`config.mk`:
```
export PLATFORM = sky130hd
export DESIGN_NAME = llpbt_front
export DESIGN_NICKNAME = d
export VERILOG_FILES = /design/src/rtl/llpbt_pkg.sv /design/src/rtl/llpbt_front.sv
export SDC_FILE = /design/constraint.sdc
export NUM_CORES = 1
export LEC_CHECK = 0
export BUFFER_PORTS_ARGS = -buffer_cell sky130_fd_sc_hd__buf_4
export CAP_MARGIN = 5
export CORE_MARGIN = 2
export CORE_UTILIZATION = 50
export DETAILED_ROUTE_END_ITERATION = 12
export GPL_ROUTABILITY_DRIVEN = 0
export MAX_ROUTING_LAYER = met4
export PLACE_DENSITY = 0.68
export SLEW_MARGIN = 40
export SYNTH_ARGS = -nofsm -noshare
export SYNTH_HDL_FRONTEND = slang
export SYNTH_SLANG_ARGS = --single-unit
export TNS_END_PERCENT = 5
```
`constraint.sdc`:
```
create_clock -name clk -period 7.5 [get_ports clk]
set_input_delay 1.125 -clock clk [delete_from_list [all_inputs] [get_ports clk]]
set_output_delay 1.125 -clock clk [all_outputs]
set_load 0.01 [all_outputs]
```
`src/rtl/llpbt_pkg.sv`:
```
// Shared types and constants for the rangefinder line parser and bin table.
package llpbt_pkg;

  localparam logic [1:0] MODE_BYTE = 2'd0;
  localparam logic [1:0] MODE_TICK = 2'd1;
  localparam logic [1:0] MODE_READ = 2'd2;
  localparam logic [1:0] MODE_NOP  = 2'd3;

  localparam logic [2:0] PH_START = 3'd0;
  localparam logic [2:0] PH_DPRE  = 3'd1;
  localparam logic [2:0] PH_DSIGN = 3'd2;
  localparam logic [2:0] PH_DDIG  = 3'd3;
  localparam logic [2:0] PH_APRE  = 3'd4;
  localparam logic [2:0] PH_ASIGN = 3'd5;
  localparam logic [2:0] PH_ADIG  = 3'd6;
  localparam logic [2:0] PH_DONE  = 3'd7;

  localparam logic [23:0] MAG_CAP = 24'h800000;
  localparam logic [23:0] POS_MAX = 24'h7FFFFF;

  localparam int CMD_W = 2;
  localparam logic [CMD_W-1:0] CMD_STORE = 2'd0;
  localparam logic [CMD_W-1:0] CMD_TICK  = 2'd1;
  localparam logic [CMD_W-1:0] CMD_READ  = 2'd2;

  // Command handed from the parser front to the table back end.
  typedef struct packed {
    logic [CMD_W-1:0] kind;
    logic [23:0]      angle;     // non-negative angle for a store
    logic [23:0]      distance;  // signed distance for a store
    logic [8:0]       read_bin;
  } cmd_t;

  function automatic logic [23:0] add_digit(input logic [23:0] mag, input logic [3:0] d);
    logic [27:0] v;
    v = {mag, 3'b000} + {3'b000, mag, 1'b0} + {24'd0, d};
    return (v > {4'd0, MAG_CAP}) ? MAG_CAP : v[23:0];
  endfunction

  function automatic logic [23:0] apply_sign(input logic [23:0] mag, input logic neg);
    if (neg) return 24'd0 - mag;
    return (mag > POS_MAX) ? POS_MAX : mag;
  endfunction

endpackage

```
`src/rtl/llpbt_front.sv`:
```
// Line parser front: consumes input beats and emits table commands.
module llpbt_front (
  input  logic                  clk,
  input  logic                  rst,
  input  logic                  in_valid,
  output logic                  in_ready,
  input  logic [1:0]            mode,
  input  logic [7:0]            rx_byte,
  input  logic [8:0]            read_bin,
  output logic                  cmd_valid,
  input  logic                  cmd_ready,
  output llpbt_pkg::cmd_t       cmd
);
  import llpbt_pkg::*;

  logic [2:0]  phase;
  logic        neg;
  logic [23:0] dacc, aacc;
  logic [2:0]  phase_next;
  logic        neg_next;
  logic [23:0] dacc_next, aacc_next;
  logic        emit;
  cmd_t        cmd_next;
  logic        digit;
  logic [3:0]  d;
  logic [23:0] afin;
  logic        acc;

  assign in_ready = !cmd_valid || cmd_ready;
  assign acc = in_valid && in_ready;
  assign digit = (rx_byte >= 8'h30) && (rx_byte <= 8'h39);
  assign d = rx_byte[3:0] - 4'd0;

  always_comb begin
    phase_next = phase;
    neg_next = neg;
    dacc_next = dacc;
    aacc_next = aacc;
    emit = 1'b0;
    cmd_next = '0;
    cmd_next.read_bin = read_bin;
    afin = aacc;
    unique case (mode)
      MODE_TICK: begin
        emit = 1'b1;
        cmd_next.kind = CMD_TICK;
      end
      MODE_READ: begin
        emit = 1'b1;
        cmd_next.kind = CMD_READ;
      end
      MODE_BYTE: begin
        if (rx_byte == 8'd10) begin
          if (phase == PH_ADIG) afin = apply_sign(aacc, neg);
          if ((phase == PH_ADIG || phase == PH_DONE) && !afin[23]) begin
            emit = 1'b1;
            cmd_next.kind = CMD_STORE;
            cmd_next.angle = afin;
            cmd_next.distance = dacc;
          end
          phase_next = PH_START;
          neg_next = 1'b0;
          dacc_next = '0;
          aacc_next = '0;
        end else if (rx_byte >= 8'h20) begin
          unique case (phase)
            PH_START: begin
              if (rx_byte == 8'h73) phase_next = PH_DPRE;
              else begin phase_next = PH_DONE; aacc_next = '1; end
            end
            PH_DPRE, PH_APRE: begin
              if (rx_byte == 8'h20) begin
              end else if (rx_byte == 8'h2B || rx_byte == 8'h2D) begin
                neg_next = (rx_byte == 8'h2D);
                phase_next = phase + 3'd1;
              end else if (digit) begin
                neg_next = 1'b0;
                if (phase == PH_DPRE) dacc_next = {20'd0, d};
                else aacc_next = {20'd0, d};
                phase_next = phase + 3'd2;
              end else begin
                phase_next = PH_DONE; aacc_next = '1;
              end
            end
            PH_DSIGN, PH_ASIGN: begin
              if (digit) begin
                if (phase == PH_DSIGN) dacc_next = {20'd0, d};
                else aacc_next = {20'd0, d};
                phase_next = phase + 3'd1;
              end else begin
                phase_next = PH_DONE; aacc_next = '1;
              end
            end
            PH_DDIG: begin
              if (digit) dacc_next = add_digit(dacc, d);
              else if (rx_byte == 8'h2C) begin
                dacc_next = apply_sign(dacc, neg);
                neg_next = 1'b0;
                aacc_next = '0;
                phase_next = PH_APRE;
              end else begin
                phase_next = PH_DONE; aacc_next = '1;
              end
            end
            PH_ADIG: begin
              if (digit) aacc_next = add_digit(aacc, d);
              else begin
                aacc_next = apply_sign(aacc, neg);
                phase_next = PH_DONE;
              end
            end
            default: begin
            end
          endcase
        end
      end
      default: begin
      end
    endcase
  end

  always_ff @(posedge clk) begin
    if (rst) begin
      phase <= PH_START;
      neg <= 1'b0;
      dacc <= '0;
      aacc <= '0;
      cmd_valid <= 1'b0;
    end else begin
      if (acc) begin
        phase <= phase_next;
        neg <= neg_next;
        dacc <= dacc_next;
        aacc <= aacc_next;
      end
      if (acc && emit) begin
        cmd_valid <= 1'b1;
        cmd <= cmd_next;
      end else if (cmd_ready) begin
        cmd_valid <= 1'b0;
      end
    end
  end
endmodule

```
==> impl_metrics.env, run 1 <==
export IMPL_status="completed"
export IMPL_dr_wl_met3_um=2317
export IMPL_grt_pass1_vias=9799
export IMPL_drv_slew=0
export IMPL_ys_flop_type="edfxtp_1"
export IMPL_dr_wl_met2_um=15230
export IMPL_vias=10680
export IMPL_track_usage=0.2949
export IMPL_drc=0
export IMPL_cts_buffers_inserted=9
export IMPL_initial_utilization=0.5103
export IMPL_path_clk_slew_ps=90
export IMPL_hold_viol=0
export IMPL_cts_buffer_depth=2
export IMPL_wl_per_cell_um=20.08
export IMPL_grt_pass1_wl_um=51900
export IMPL_regArea_um2=2833
export IMPL_layout_commonest_cell="a21oi_1"
export IMPL_syn_area_um2=10760
export IMPL_port_buffers=83
export IMPL_synth_top_family_by_area="compound AO/OA/AOI/OAI gates"
export IMPL_nets=1485
export IMPL_ys_ff_latch=112
export IMPL_tightest_slew_ps=806.9
export IMPL_worstSetupStartpointType="input port"
export IMPL_cp_max_fo=16
export IMPL_ys_warn_count=0
export IMPL_synth_compound_area_share=0.2985
export IMPL_pre_cts_slack_ps=2210
export IMPL_place_area_um2=11500
export IMPL_num_rows=53
export IMPL_path_class="input port to flop"
export IMPL_viasPerCell=6.541
export IMPL_grt_overflow_total=0
export IMPL_drtAntennaViolNets=0
export IMPL_rsz0062_at_grt="no"
export IMPL_fin_area_um2=11830
export IMPL_post_route_period_util=0.6259
export IMPL_final_cell_mix="a21oi_1, nor2_1, nand2_1, ha_1, buf_4"
export IMPL_cellPowerDensity_nw_per_um2=134.1
export IMPL_clockRootBuffer="clkbuf_16"
export IMPL_dp_hpwl_um=24350
export IMPL_synth_cell_type_count=98
export IMPL_io_pins=84
export IMPL_ir_drop_mv=0.1000
export IMPL_avgSynthCellArea_um2=8.152
export IMPL_cts_resized=0
export IMPL_synthAdderAreaFrac=0.1307
export IMPL_post_cts_buffers=0
export IMPL_clock_sinks=112
export IMPL_cp_data_required_time_ps=7740
export IMPL_firstDrtPassIters=6
export IMPL_finalClockSkew_ps=13.20
export IMPL_grt_max_degree=35
export IMPL_wl_met1_um=14530
export IMPL_crit_path_end_kind="flop"
export IMPL_antenna_found_initial=0
export IMPL_synth_nets=1453
export IMPL_tns_ps=0
export IMPL_synth_edff_count=59
export IMPL_drive_above_1_share=0.1127
export IMPL_static_leakage_power_uw=0.004935
export IMPL_core_region_area_um2=21090
export IMPL_power_uw=1586
export IMPL_die_y_um=150.7
export IMPL_setup_slack_ps=2806
export IMPL_min_period_ps=4694
export IMPL_synthToLayoutAreaGrowth_pct=9.930
export IMPL_synthMuxAreaShare=0.01047
export IMPL_wl_um=32760
export IMPL_final_fill_count=1993
export IMPL_fp_dieW_um=150.7
export IMPL_synth_seq_area_share=0.2633
export IMPL_h_tree_depth=3
export IMPL_synth_xor_area_share=0.03419
export IMPL_max_freq_ghz=0.2130
export IMPL_multi_input_area_um2=7503
export IMPL_syn_instance_count=1320
export IMPL_drtIter0Drc=1081
export IMPL_async_flop_share=0
export IMPL_setup_viol=0
export IMPL_diodes=0
export IMPL_cts_tree="built"
export IMPL_max_slew_margin=0.4585
export IMPL_die_area_um2=22710
export IMPL_clk_latency_ps=380
export IMPL_cap_violations=0
export IMPL_synth_simple_gate_area_share=0.2199
export IMPL_hold_class="flop to flop"
export IMPL_cp_data_arrival_time_ps=4930
export IMPL_cts_hold_buf=0
export IMPL_top_layer="met4"
state kept, by name (all words and copies together) (netlist names):
signal	flops
aacc	24
cmd	59
cmd_valid	1
dacc	24
neg	1
phase	3
report_power, final:
group / total, µW / internal, µW / switching [µW]
Combinational: 370 / 140 / 230
Sequential: 695 / 660 / 35.1
Clock: 521 / 244 / 277
logic make-up after synthesis:
kind of cell | count (synthesis)
AOI/OAI and AO/OA | 481
xor gates and xnor gates | 42
adders and majority gates | 110
buffers and inverters | 104
DFF | 112
muxes | 11
other | 1
and+or+nand+nor | 459
metrics by stage:
stage / instances / util / hold WS [ps]
2_1_floorplan: 1320 / - / 495.7
3_3_place_gp: 1615 / 0.5443 / 567.2
3_5_place_dp: 1616 / 0.5452 / 575.5
4_1_cts: 1632 / 0.5603 / 587.3
5_1_grt: 1632 / 0.5609 / 608.1
6_report: 1632 / 0.5609 / 579.3
cell usage after synthesis (9+ instances only):
| cell | number | area, µm² |
|---|---|---|
| a21oi_1 | 149 | 745.7 |
| nor2_1 | 112 | 420.4 |
| nand2_1 | 109 | 409.1 |
| ha_1 | 106 | 1326 |
| edfxtp_1 | 59 | 1772 |
| o21ai_0 | 55 | 275.3 |
| dfxtp_1 | 53 | 1061 |
| clkbuf_1 | 46 | 172.7 |
| nand3_1 | 37 | 185.2 |
| a21o_1 | 34 | 255.2 |
| and2_1 | 34 | 212.7 |
| o21ai_1 | 32 | 160.2 |
| inv_1 | 31 | 116.4 |
| nor3_1 | 27 | 135.1 |
| or3_1 | 24 | 150.1 |
| nand2b_1 | 22 | 137.6 |
| xor2_1 | 22 | 192.7 |
| a211oi_1 | 21 | 157.7 |
| xnor2_1 | 20 | 175.2 |
| o211ai_1 | 19 | 142.6 |
| a31oi_1 | 16 | 100.1 |
| o31ai_1 | 16 | 120.1 |
| nand4_1 | 14 | 87.58 |
| o21a_1 | 14 | 105.1 |
| or4_1 | 12 | 90.09 |
| and3_1 | 11 | 68.82 |
| o221ai_1 | 11 | 96.34 |
| a311oi_1 | 10 | 87.58 |
| buf_2 | 10 | 50.05 |
| o22ai_1 | 10 | 62.56 |
| a22oi_1 | 9 | 67.56 |
| mux2i_1 | 9 | 90.09 |
| or2_2 | 9 | 56.30 |
layer usage:
layer  GRT usage  vias up
met5           -        -
met4     0.07243        0
met3     0.04273       66
met2      0.4752      464
met1      0.3919     5023
li1            -     5122
final cells by class:
type                            count  share of cell area
Multi-Input combinational cell   1104              0.6343
Tap cell                          275             0.02909
Clock inverter                      7            0.007933
Sequential cell                   112              0.2395
Timing Repair Buffer               94             0.06029
Inverter                           31            0.009837
Clock buffer                        9             0.01904
path summary, 6_finish.rpt:
check        slack [ps]        from  depth (start not counted)  endpoint
max reg2reg        3150     aacc[0]                         13  aacc[17]
min                 580    phase[0]                          2  phase[0]
min reg2reg         580    phase[0]                          2  phase[0]
max                2810  rx_byte[3]                         13   dacc[0]
worst max-delay path, stage by stage:
cell	delay [ps]
buf_4	150
fa_1	560
inv_1	60
fa_1	450
nand2b_1	180
a21o_1	220
a311oi_1	400
o21ai_0	200
and4_1	240
nor3_1	500
a211oi_2	180
a31oi_4	500
a2111oi_1	150
Power figures use the tool's default switching activity.
==> run 2, diff against run 1 <==
--- a/config.mk
+++ b/config.mk
@@ -5,6 +5,7 @@
 export SDC_FILE = /design/constraint.sdc
 export NUM_CORES = 1
 export LEC_CHECK = 0
+export ABC_AREA = 1
 export BUFFER_PORTS_ARGS = -buffer_cell sky130_fd_sc_hd__buf_4
 export CAP_MARGIN = 5
 export CORE_MARGIN = 2
@@ -12,7 +13,7 @@
 export DETAILED_ROUTE_END_ITERATION = 12
 export GPL_ROUTABILITY_DRIVEN = 0
 export MAX_ROUTING_LAYER = met4
-export PLACE_DENSITY = 0.68
+export PLACE_DENSITY = 0.71
 export SLEW_MARGIN = 40
 export SYNTH_ARGS = -nofsm -noshare
 export SYNTH_HDL_FRONTEND = slang
==> constraint.sdc (replaced) <==
create_clock -name clk -period 3.8 [get_ports clk]
set_input_delay 0.57 -clock clk [delete_from_list [all_inputs] [get_ports clk]]
set_output_delay 0.57 -clock clk [all_outputs]
set_load 0.01 [all_outputs]
==> impl_metrics.env, run 2 <==
export IMPL_port_buffers=83
export IMPL_track_usage=0.2759
export IMPL_synth_top_area_frac=0.1930
export IMPL_largest_register_ffs=59
export IMPL_syn_instance_count=1736
export IMPL_hold_viol=0
export IMPL_final_cell_mix="nand2_1, inv_1, nor2_1, a21oi_1, ha_1"
export IMPL_timing_hold_ws_ps=374.6
export IMPL_tns_ps=0
export IMPL_synth_common_cells="nand2_1, inv_1, nor2_1"
export IMPL_cp_max_fo=16
export IMPL_antenna_found_initial=0
export IMPL_drc=0
export IMPL_cp_num_buf_inv=3
export IMPL_cellPowerDensity_nw_per_um2=242.6
export IMPL_cts_hold_buf=0
export IMPL_largest_register="cmd"
export IMPL_cap_violations=0
export IMPL_synth_simple_gate_area_share=0.3445
export IMPL_cpMaxStageDelayCell="fa_1"
export IMPL_synth_nets=1869
export IMPL_clockRootBuffer="clkbuf_16"
export IMPL_drive_above_1_share=0.1085
export IMPL_synthToLayoutAreaGrowth_pct=9.998
export IMPL_clk_latency_ps=370
export IMPL_synthAdderAreaFrac=0.1256
export IMPL_ys_warn_count=0
export IMPL_viasPerCell=5.489
export IMPL_top_regs="cmd x59, aacc x24, dacc x24"
export IMPL_die_area_um2=23610
export IMPL_setup_viol=0
export IMPL_max_slew_margin=0.5121
export IMPL_ys_flop_type="edfxtp_1"
export IMPL_max_freq_ghz=0.2909
export IMPL_drtAntennaViolNets=0
export IMPL_path_cells="inv_1 -> fa_1 -> fa_1 -> inv_1 -> nand3_1 -> nand2_2 -> nand3_1 -> nand3_1 -> nand2_1 -> nand3_1 -> nand2_1 -> nor2_1 -> nand2_1 -> nor2_1 -> nand3_1 -> nand2_2 -> buf_12 -> nand2_1 -> nand2_1 -> nand2_1 -> nand2_1 -> nand2_1 -> a21oi_2"
export IMPL_h_tree_depth=3
export IMPL_final_fill_count=2136
export IMPL_synth_edff_count=59
export IMPL_crit_path_frequent_cell="nand2_1"
export IMPL_syn_area_um2=11200
export IMPL_firstDrtPassIters=7
export IMPL_num_rows=54
export IMPL_async_flop_share=0
export IMPL_status="completed"
export IMPL_wl_per_cell_um=15.34
export IMPL_synth_top_family_by_area="simple AND/OR/NAND/NOR gates"
export IMPL_vias=11460
export IMPL_drv_slew=0
export IMPL_ys_ff_latch=112
export IMPL_avgSynthCellArea_um2=6.452
export IMPL_post_cts_buffers=0
export IMPL_path_class="flop to flop"
export IMPL_hold_class="input port to flop"
export IMPL_synth_cell_type_count=53
export IMPL_path_clk_slew_ps=80
export IMPL_post_route_period_util=0.9047
export IMPL_grt_max_degree=60
export IMPL_dp_hpwl_um=24820
export IMPL_worstSetupStartpointType="flop"
export IMPL_min_period_ps=3438
export IMPL_nets=1935
export IMPL_cts_resized=0
export IMPL_cp_data_arrival_time_ps=3740
export IMPL_static_leakage_power_uw=0.006092
export IMPL_synth_seq_area_share=0.2529
export IMPL_grt_overflow_total=0
export IMPL_grt_pass1_wl_um=52350
export IMPL_layout_commonest_cell="nand2_1"
export IMPL_clock_sinks=112
export IMPL_critical_path_top_delay_family="simple AND/OR/NAND/NOR gates"
export IMPL_drtIter0Drc=878
export IMPL_wl_um=32010
export IMPL_diodes=0
export IMPL_fp_dieW_um=153.7
export IMPL_cp_data_required_time_ps=4100
export IMPL_cts_buffer_depth=2
export IMPL_initial_utilization=0.5117
export IMPL_synth_xor_area_share=0.02346
export IMPL_synth_compound_area_share=0.1424
export IMPL_tightest_slew_ps=731.9
export IMPL_die_y_um=153.7
export IMPL_io_pins=84
export IMPL_synthMuxAreaShare=0.001005
export IMPL_grt_pass1_vias=10660
export IMPL_synth_area_leaders="nand2_1, edfxtp_1, ha_1, dfxtp_1, inv_1"
export IMPL_crit_path_end_kind="flop"
export IMPL_cts_tree="built"
export IMPL_critPathMaxStageDelay_ps=510
export IMPL_ir_drop_mv=0.1979
export IMPL_core_region_area_um2=21890
export IMPL_rsz0062_at_grt="no"
export IMPL_yosys_area_top_type="nand2_1"
export IMPL_finalClockSkew_ps=13.29
export IMPL_cts_buffers_inserted=9
export IMPL_synth_most_common_cell="nand2_1"
==> run 2: worst paths after layout <==
path                             startpoint         to  slack [ps]  cells past startpoint
worst max register to register      aacc[0]   aacc[11]         360                     23
worst min register to register    cmd_valid  cmd_valid         520                      2
worst max-delay path                aacc[0]   aacc[11]         360                     23
worst min-delay path            read_bin[4]     cmd[4]         370                      1
==> run 2: where the power goes <==
part / switching [µW] / internal (µW) / total [µW]
combinational: 434 / 244 / 678
clock: 497 / 468 / 964
sequential: 49.1 / 1300 / 1350
==> run 2: kinds of logic after synthesis <==
group,count (synthesis)
compound gates,275
xor+xnor,30
fa+ha+maj,110
buf+inv,284
flops,112
mux,1
other cells,1
simple gates,923
==> run 2: through the flow <==
stage / total power [µW] / setup slack [ps] / cell area [µm²] / std cells / utilization
CTS: 2998 / 276.3 / 12320 / 2087 / 0.5626
detailed placement: 2041 / 11.76 / 12020 / 2071 / 0.5490
floorplan: 1850 / 417.7 / 11200 / 1736 / -
global route: 3124 / 18.76 / 12320 / 2087 / 0.5628
global placement: 2027 / 30.27 / 12020 / 2071 / 0.5490
finish: 2990 / 362.0 / 12320 / 2087 / 0.5628
==> run 2: worst reg2reg max path: cells and delay by family, from the launching register on <==
kind	cells	cell delay, ps
flops	1	400
fa+ha+maj	2	1010
simple gates	17	1410
compound gates	1	130
buf+inv	3	410
==> run 2: area by class of cell <==
| type | instances | area (µm²) | area share |
|---|---|---|---|
| multi-input combinational | 1340 | 7141 | 0.5796 |
| sequential | 112 | 2834 | 0.2300 |
| inverter | 237 | 894.6 | 0.07261 |
| timing repair buffer | 102 | 803.3 | 0.06520 |
| tap | 280 | 350.3 | 0.02843 |
| clock buffer | 9 | 225.2 | 0.01828 |
| clock inverter | 7 | 72.57 | 0.005890 |
==> run 2: metal layers <==
metal | track usage | vias to the layer above | share of wire
li1 | - | 5784 | -
met1 | 0.3530 | 5178 | 0.44
met2 | 0.4540 | 423 | 0.47
met3 | 0.03213 | 70 | 0.063
met4 | 0.09611 | 0 | 0.034
met5 | - | - | 0
